===== src/design/cgeu_pkg.sv =====
// Package for the central gravity Euler step block: beat types, control
// codes, command/status structs and Q32.32 saturating helpers. No dependencies.
`timescale 1ns / 1ps
`default_nettype none
package cgeu_pkg;

  localparam logic [63:0] POS_MAX = 64'h7FFF_FFFF_FFFF_FFFF;
  localparam logic [63:0] NEG_MAG = 64'h8000_0000_0000_0000;

  // register indexes
  localparam int unsigned CFG_IDX_W = 3;
  localparam logic [CFG_IDX_W-1:0] CFG_GRAV    = 3'd0;
  localparam logic [CFG_IDX_W-1:0] CFG_DT      = 3'd1;
  localparam logic [CFG_IDX_W-1:0] CFG_SUN_X   = 3'd2;
  localparam logic [CFG_IDX_W-1:0] CFG_SUN_Y   = 3'd3;
  localparam logic [CFG_IDX_W-1:0] CFG_SUN_Z   = 3'd4;
  localparam logic [CFG_IDX_W-1:0] CFG_MIN_DSQ = 3'd5;

  localparam logic [62:0] GRAV_RST    = 63'd4294967296;
  localparam logic [62:0] DT_RST      = 63'd68719477;
  localparam logic [62:0] MIN_DSQ_RST = 63'd4295;

  // datapath operations
  localparam logic [4:0] OP_NOP     = 5'd0;
  localparam logic [4:0] OP_LOAD    = 5'd1;
  localparam logic [4:0] OP_DIFF    = 5'd2;
  localparam logic [4:0] OP_SQ_GO   = 5'd3;
  localparam logic [4:0] OP_SQ_ACC  = 5'd4;
  localparam logic [4:0] OP_ROOT_GO = 5'd5;
  localparam logic [4:0] OP_G_GO    = 5'd6;
  localparam logic [4:0] OP_G_WR    = 5'd7;
  localparam logic [4:0] OP_U_GO    = 5'd8;
  localparam logic [4:0] OP_U_WR    = 5'd9;
  localparam logic [4:0] OP_A_GO    = 5'd10;
  localparam logic [4:0] OP_A_WR    = 5'd11;
  localparam logic [4:0] OP_V_GO    = 5'd12;
  localparam logic [4:0] OP_V_WR    = 5'd13;
  localparam logic [4:0] OP_P_GO    = 5'd14;
  localparam logic [4:0] OP_P_WR    = 5'd15;
  localparam logic [4:0] OP_OUT     = 5'd16;

  localparam logic [1:0] AX_LAST = 2'd2;

  typedef struct packed {
    logic        mode;
    logic [63:0] load_pos_x;
    logic [63:0] load_pos_y;
    logic [63:0] load_pos_z;
    logic [63:0] load_vel_x;
    logic [63:0] load_vel_y;
    logic [63:0] load_vel_z;
  } in_beat_t;

  typedef struct packed {
    logic [63:0] out_pos_x;
    logic [63:0] out_pos_y;
    logic [63:0] out_pos_z;
    logic [63:0] out_vel_x;
    logic [63:0] out_vel_y;
    logic [63:0] out_vel_z;
    logic [63:0] out_acc_x;
    logic [63:0] out_acc_y;
    logic [63:0] out_acc_z;
  } out_beat_t;

  typedef struct packed {
    logic [4:0] op;
    logic [1:0] axis;
  } cmd_t;

  typedef struct packed {
    logic mul_busy;
    logic div_busy;
    logic sqrt_busy;
    logic out_free;
  } stat_t;

  function automatic logic [63:0] mag_of(input logic [63:0] v);
    mag_of = v[63] ? (64'd0 - v) : v;
  endfunction

  function automatic logic [63:0] add_sat(input logic [63:0] a, input logic [63:0] b);
    logic [63:0] r;
    r = a + b;
    if (((a ^ r) & (b ^ r)) >> 63 != 64'd0) add_sat = a[63] ? NEG_MAG : POS_MAX;
    else add_sat = r;
  endfunction

  function automatic logic [63:0] sub_sat(input logic [63:0] a, input logic [63:0] b);
    logic [63:0] r;
    r = a - b;
    if (((a ^ b) & (a ^ r)) >> 63 != 64'd0) sub_sat = a[63] ? NEG_MAG : POS_MAX;
    else sub_sat = r;
  endfunction

endpackage
`default_nettype wire


===== src/design/cgeu_ctrl.sv =====
// Sequencer for one step or load: issues datapath operations per axis and
// waits on unit status. Uses cgeu_pkg.
`timescale 1ns / 1ps
`default_nettype none
module cgeu_ctrl (
  input  wire logic            clk,
  input  wire logic            rst,
  input  wire logic            in_valid,
  input  wire logic            mode,
  output logic                 in_stall,
  input  wire cgeu_pkg::stat_t stat,
  output cgeu_pkg::cmd_t       cmd
);
  import cgeu_pkg::*;

  localparam logic [3:0] S_IDLE   = 4'd0;
  localparam logic [3:0] S_SQ     = 4'd1;
  localparam logic [3:0] S_SQ_W   = 4'd2;
  localparam logic [3:0] S_ROOT   = 4'd3;
  localparam logic [3:0] S_ROOT_W = 4'd4;
  localparam logic [3:0] S_G      = 4'd5;
  localparam logic [3:0] S_G_W    = 4'd6;
  localparam logic [3:0] S_U      = 4'd7;
  localparam logic [3:0] S_U_W    = 4'd8;
  localparam logic [3:0] S_A      = 4'd9;
  localparam logic [3:0] S_A_W    = 4'd10;
  localparam logic [3:0] S_V      = 4'd11;
  localparam logic [3:0] S_V_W    = 4'd12;
  localparam logic [3:0] S_P      = 4'd13;
  localparam logic [3:0] S_P_W    = 4'd14;
  localparam logic [3:0] S_FIN    = 4'd15;

  logic [3:0] state, state_next;
  logic [1:0] ax, ax_next;

  always_ff @(posedge clk) begin
    if (rst) begin
      state <= S_IDLE;
      ax    <= '0;
    end else begin
      state <= state_next;
      ax    <= ax_next;
    end
  end

  assign in_stall = (state != S_IDLE);

  always_comb begin
    state_next = state;
    ax_next    = ax;
    cmd.op     = OP_NOP;
    cmd.axis   = ax;
    case (state)
      S_IDLE: begin
        if (in_valid) begin
          ax_next = 2'd0;
          if (!mode) begin
            cmd.op     = OP_LOAD;
            state_next = S_FIN;
          end else begin
            cmd.op     = OP_DIFF;
            state_next = S_SQ;
          end
        end
      end
      S_SQ: begin
        cmd.op     = OP_SQ_GO;
        state_next = S_SQ_W;
      end
      S_SQ_W: begin
        if (!stat.mul_busy) begin
          cmd.op = OP_SQ_ACC;
          if (ax == AX_LAST) begin
            ax_next    = 2'd0;
            state_next = S_ROOT;
          end else begin
            ax_next    = ax + 2'd1;
            state_next = S_SQ;
          end
        end
      end
      S_ROOT: begin
        cmd.op     = OP_ROOT_GO;
        state_next = S_ROOT_W;
      end
      S_ROOT_W: if (!stat.sqrt_busy) state_next = S_G;
      S_G: begin
        cmd.op     = OP_G_GO;
        state_next = S_G_W;
      end
      S_G_W: begin
        if (!stat.div_busy) begin
          cmd.op     = OP_G_WR;
          state_next = S_U;
        end
      end
      S_U: begin
        cmd.op     = OP_U_GO;
        state_next = S_U_W;
      end
      S_U_W: begin
        if (!stat.div_busy) begin
          cmd.op     = OP_U_WR;
          state_next = S_A;
        end
      end
      S_A: begin
        cmd.op     = OP_A_GO;
        state_next = S_A_W;
      end
      S_A_W: begin
        if (!stat.mul_busy) begin
          cmd.op     = OP_A_WR;
          state_next = S_V;
        end
      end
      S_V: begin
        cmd.op     = OP_V_GO;
        state_next = S_V_W;
      end
      S_V_W: begin
        if (!stat.mul_busy) begin
          cmd.op     = OP_V_WR;
          state_next = S_P;
        end
      end
      S_P: begin
        cmd.op     = OP_P_GO;
        state_next = S_P_W;
      end
      S_P_W: begin
        if (!stat.mul_busy) begin
          cmd.op = OP_P_WR;
          if (ax == AX_LAST) begin
            state_next = S_FIN;
          end else begin
            ax_next    = ax + 2'd1;
            state_next = S_U;
          end
        end
      end
      S_FIN: begin
        if (stat.out_free) begin
          cmd.op     = OP_OUT;
          state_next = S_IDLE;
        end
      end
      default: state_next = S_IDLE;
    endcase
  end

  a_div_free: assert property (@(posedge clk) disable iff (rst)
    (cmd.op == OP_G_GO || cmd.op == OP_U_GO) |-> !stat.div_busy)
    else $error("divider started while busy");

  a_mul_free: assert property (@(posedge clk) disable iff (rst)
    (cmd.op == OP_SQ_GO || cmd.op == OP_A_GO || cmd.op == OP_V_GO ||
     cmd.op == OP_P_GO) |-> !stat.mul_busy)
    else $error("multiplier started while busy");

  a_out_free: assert property (@(posedge clk) disable iff (rst)
    (cmd.op == OP_OUT) |-> stat.out_free)
    else $error("output register overwritten");

  a_load_fin: assert property (@(posedge clk) disable iff (rst)
    (state == S_IDLE && in_valid && !mode) |=> (state == S_FIN))
    else $error("load beat did not go to finish");

endmodule
`default_nettype wire


===== config.mk =====
export PLATFORM = sky130hd
export DESIGN_NAME = cgeu_ctrl
export DESIGN_NICKNAME = d
export VERILOG_FILES = /design/src/design/cgeu_pkg.sv /design/src/design/cgeu_ctrl.sv
export SDC_FILE = /design/constraint.sdc
export NUM_CORES = 1
export LEC_CHECK = 0
export CAP_MARGIN = 25
export CORE_MARGIN = 3
export CORE_UTILIZATION = 35
export CTS_CLUSTER_DIAMETER = 150
export DETAILED_ROUTE_END_ITERATION = 10
export DONT_BUFFER_PORTS = 1
export GPL_TIMING_DRIVEN = 0
export PLACE_DENSITY = 0.52
export SLEW_MARGIN = 20
export SYNTH_ARGS = -nofsm -noshare
export SYNTH_HDL_FRONTEND = slang
export SYNTH_SLANG_ARGS = --single-unit

===== constraint.sdc =====
create_clock -name clk -period 2.71 [get_ports clk]
set_input_delay 0.1355 -clock clk [delete_from_list [all_inputs] [get_ports clk]]
set_output_delay 0.1355 -clock clk [all_outputs]
set_load 0.02 [all_outputs]

# After elaboration in Yosys (flattened, before gate mapping)
# Cells that the tools add are included.
# totals
register_bits	6
input_bits	8
out_inout_bits	8
wordCells	63
# op_classes
add_sub_neg	1
n_eq_ne	26
n_mux	29
n_reduce_logical	5
# ops
operator	count
5-bit case mux with 15 select lines	1
4-bit case mux with 16 select lines	1
4-bit 2-to-1 mux	15
4-bit equality test (second input constant)	8
2-bit inequality test (second input constant)	10
4-bit by 3-bit equality test with 1-bit output (second input constant)	4
2-bit 2-to-1 mux	8
9-bit AND reduction	1
4-bit by 2-bit equality test with 1-bit output (second input constant)	2
3-bit 2-to-1 mux	2
2-bit case mux with 3 select lines	1
5-bit 2-to-1 mux	1
5-bit AND reduction	1
4-bit by 1-bit equality test with 1-bit output (second input constant)	1
4-bit zero test	1
4-bit nonzero test	1
3-bit nonzero test	1
2-bit by 1-bit adder with 2-bit output (second input constant)	1
2-bit equality test (second input constant)	1

# Logic depth before layout (Yosys ltp)
# logic_depth
depth_word	4
mapped_depth	7
mapped_depth_nobuf	6

# Least setup slack after synthesis
# No wires, ideal clock.
# synth_path
path_kind	flip-flop to flip-flop
start	register ax[0]
end	register ax[1]
arrival_ps	1672
required_time_ps	2640
path_slack_ps	968
path_stages_with_launch	7
path_cell_list	dfxtp_1 -> inv_1 -> ha_1 -> a41o_1 -> a211oi_2 -> or3b_1 -> a21oi_1
# synth_via
elab_chain_len	4
elab_cells_between_ends	9
classes_between	add/sub (1); eq/ne (2); mux (5); reduce/logical (1)
# synth_rtl
item	line	rtl
start, declared	cgeu_ctrl.sv:34	logic [1:0] ax, ax_next;
start signal, assigned	cgeu_ctrl.sv:42	ax <= ax_next;
2-bit by 1-bit adder with 2-bit output or 2-bit equality test (tied branches)	n/a	
2-bit 2-to-1 mux, on equally long branches	cgeu_ctrl.sv:134, cgeu_ctrl.sv:73	
2-bit 2-to-1 mux, on equally long branches	cgeu_ctrl.sv:132, cgeu_ctrl.sv:71	
2-bit case mux with 3 select lines	cgeu_ctrl.sv:53	case (state)
# Several ways; a longest one is shown, not always the timed one. The select of a mux whose other input is x is not followed.
# A chain may end at the register's enable or synchronous reset.

==> results.md <==
- Setup crit start: state[0]$_SDFFE_PP0P_
- Reg-to-reg startpoint: ax[0]$_SDFFE_PP0P_
- Seq/Total Area, Yosys: 0.156
- Largest net degree at the start of global routing: 11
- Max Freq: 441 MHz
- Power Density: 943 nW/um^2
- Cell variety after synth: 36
- Hold_ws: 0.114 ns
- Fraction of layout instances using a drive strength above 1: 0.123
- Layout Area Growth over Synthesis: 7.31%
- Hold-fix buffers, CTS: 0
- Sequential power share: 0.173
- CTS buffer count: 3
- Overall power: 0.000780 W
- Net Sw Frac: 0.506
- Critical path's slowest cell: o21ai_0
- Syn avg cell area: 7.48 sq um
- CTS clk-pin slew, worst paths: 0.05 ns
- Initial core utilization: 0.381
- Combinational fraction of design power: 0.721
- Worst hold endpoint: state[2]$_SDFFE_PP0P_
- FF-to-FF path depth: 6
- Final std cell area, no fill: 827 sq um
- Max VDD drop: 0.000340 V
- Pins Over Slew Limit: 0
- Port buffer count: 0
- R2r setup slk: 0.77 ns
- Status: finished clean
- Clock power frac: 0.106
- CTS sink count: 6
- Slew @ Worst Pin: 0.669 ns
- GRT Util Overall: 0.151
- Reg2Reg Capture Point: ax[1]$_SDFFE_PP0P_
- Post_cts resized: 0
- P_int: 0.000385 W
- Worst Hold Launch: stat[0]
- Synth Instances: 103
- Kind of critical path: reg2out
- Vias in the first global route: 700
- Height of the die: 52.9 microns
- Ys flop type: dfxtp_1
- EDFF count, synth: 0
- Placeable Area: 2020 sq um
- Worst setup EP type: primary output
- Commonest non-fill, non-tap cell in the layout: a21oi_1
- Router iterations before antenna repair: 4
- DR iter-0 viols: 11
- Final-report setup violation count: 0
- Max cap viols: 0
- Minimum clock period: 2.27 ns
- CP peak stage delay: 0.55 ns
- Total global routing overflow: 0
- Wire length of the first global-routing pass: 3190 microns
- Placer Congestion: 0.767
- Boundary pin count: 16
- # diodes: 0
- Most frequent cells in the layout: a21oi_1, nand2_1, nor2_1, nand2b_1, dfxtp_1
- Nets: 119
- Final setup TNS: 0 ns
- Detailed Route WL: 1880 microns
- Clk_lat worst skew: 0.24 ns
- Psw: 0.000394 W
- Register bit total from synthesis: 6
- Clock Skews: 0.00171 ns
- H-tree depth: 1
- Startpoint types: flip-flop
- Max clock buf depth: 2
- Site Rows: 16
- Worst path cell trace: clkbuf_1 -> buf_2 -> buf_1 -> a31oi_1 -> o21ai_0
- DRC Markers: 0
- Leakage: 0.302 nW
- Setup bufs post-CTS: 0
- Crit share post-route: 0.836
- Dpl hpwl: 1440 microns
- Warnings, synthesis: 0
- Syn nets: 114
- Fillers: 228
- Die width: 52.9 microns
- Fin. Hold Viols: 0
- RSZ-0062 raised after global routing: no
- Initial antenna violation count: 0
- Vias per cell: 5.65
- Routed via count: 751
- Hold depth: 2
- CTS tree: done
- Critical Path RT: 2.57 ns
- Relative slew slack: 0.550
- Post-DP Area: 805 sq um
- Final core utilization: 0.409
- Hold Path Class: in2reg
- Crit path arrival time: 2.13 ns
- Post-synthesis cell area: 771 sq um
- Crit-path max FO: 10
- Total die area: 2800 sq um
- Root Buffer: clkbuf_4
- Routed Antenna Nets: 0
- DR WL/cell: 14.1 microns
- FFs w/ async S/R, synth: 0
==> power groups by stage <==
stage                     combinational (W)  sequential [W]  clock [W]
after global placement             0.000562        0.000137          0
after global routing               0.000623        0.000138  0.0000933
final                              0.000562        0.000135  0.0000826
after floorplan                    0.000477        0.000133          0
after CTS                          0.000566        0.000135  0.0000876
after detailed placement           0.000565        0.000137          0
==> metal layers <==
| layer | share of wire | vias up | global-route usage |
|---|---|---|---|
| met5 | 0 | - | 0 |
| met4 | 0 | 0 | 0.0255 |
| met3 | 0.044 | 0 | 0.0451 |
| met2 | 0.44 | 13 | 0.236 |
| met1 | 0.51 | 353 | 0.205 |
| li1 | - | 385 | - |
==> worst max-delay path by stage <==
| stage | to | slack [ns] | cells after the start |
|---|---|---|---|
| after CTS | cmd[3] | 0.44 | 5 |
| after global routing | cmd[3] | 0.26 | 5 |
| after global placement | cmd[3] | 0.72 | 5 |
| after floorplan | ax[1]$_SDFFE_PP0P_ | 0.97 | 6 |
| final | cmd[3] | 0.44 | 5 |
| after detailed placement | cmd[3] | 0.72 | 5 |
==> state kept, by name, indices dropped and copies added, names as in the netlist <==
| name | cells |
|---|---|
| state | 4 |
| ax | 2 |
==> cell usage after synthesis, types with 4 or more instances <==
master	n	share of area
a21oi_1	8	0.052
nand2_1	7	0.034
dfxtp_1	6	0.16
nand2b_1	6	0.049
nor2_1	6	0.029
o21ai_0	5	0.032
buf_1	4	0.019
buf_2	4	0.026
inv_1	4	0.019
mux2i_1	4	0.052
==> per-stage QoR <==
stage | setup slack, ns | std cells
3_5_place_dp | 0.720 | 130
3_3_place_gp | 0.718 | 130
2_1_floorplan | 0.968 | 103
6_report | 0.444 | 133
5_1_grt | 0.263 | 133
4_1_cts | 0.440 | 133
==> critical path: cells and delay by family (launching register included) <==
kind / cells / cell delay [ns]
flip-flops: 1 / 0.30
buffers and inverters: 3 / 0.97
AO/OA/AOI/OAI: 2 / 0.62
==> logic make-up after synthesis <==
| kind of cell | after synthesis | synth area share |
|---|---|---|
| and+or+nand+nor | 42 | 0.325 |
| AOI/OAI and AO/OA | 30 | 0.286 |
| muxes | 6 | 0.0812 |
| buffers and inverters | 16 | 0.104 |
| DFF | 6 | 0.156 |
| adders and majority gates | 3 | 0.0487 |
==> area by class of cell <==
| type | count | area, sq um | share of cell area |
|---|---|---|---|
| flip-flops and latches | 6 | 120 | 0.145 |
| plain buffers | 12 | 65.1 | 0.0787 |
| clock buffers | 3 | 22.5 | 0.0272 |
| well taps | 27 | 33.8 | 0.0408 |
| inverters | 4 | 15.0 | 0.0182 |
| multi-input cells | 81 | 571 | 0.690 |
Power figures use the tool's default switching activity.
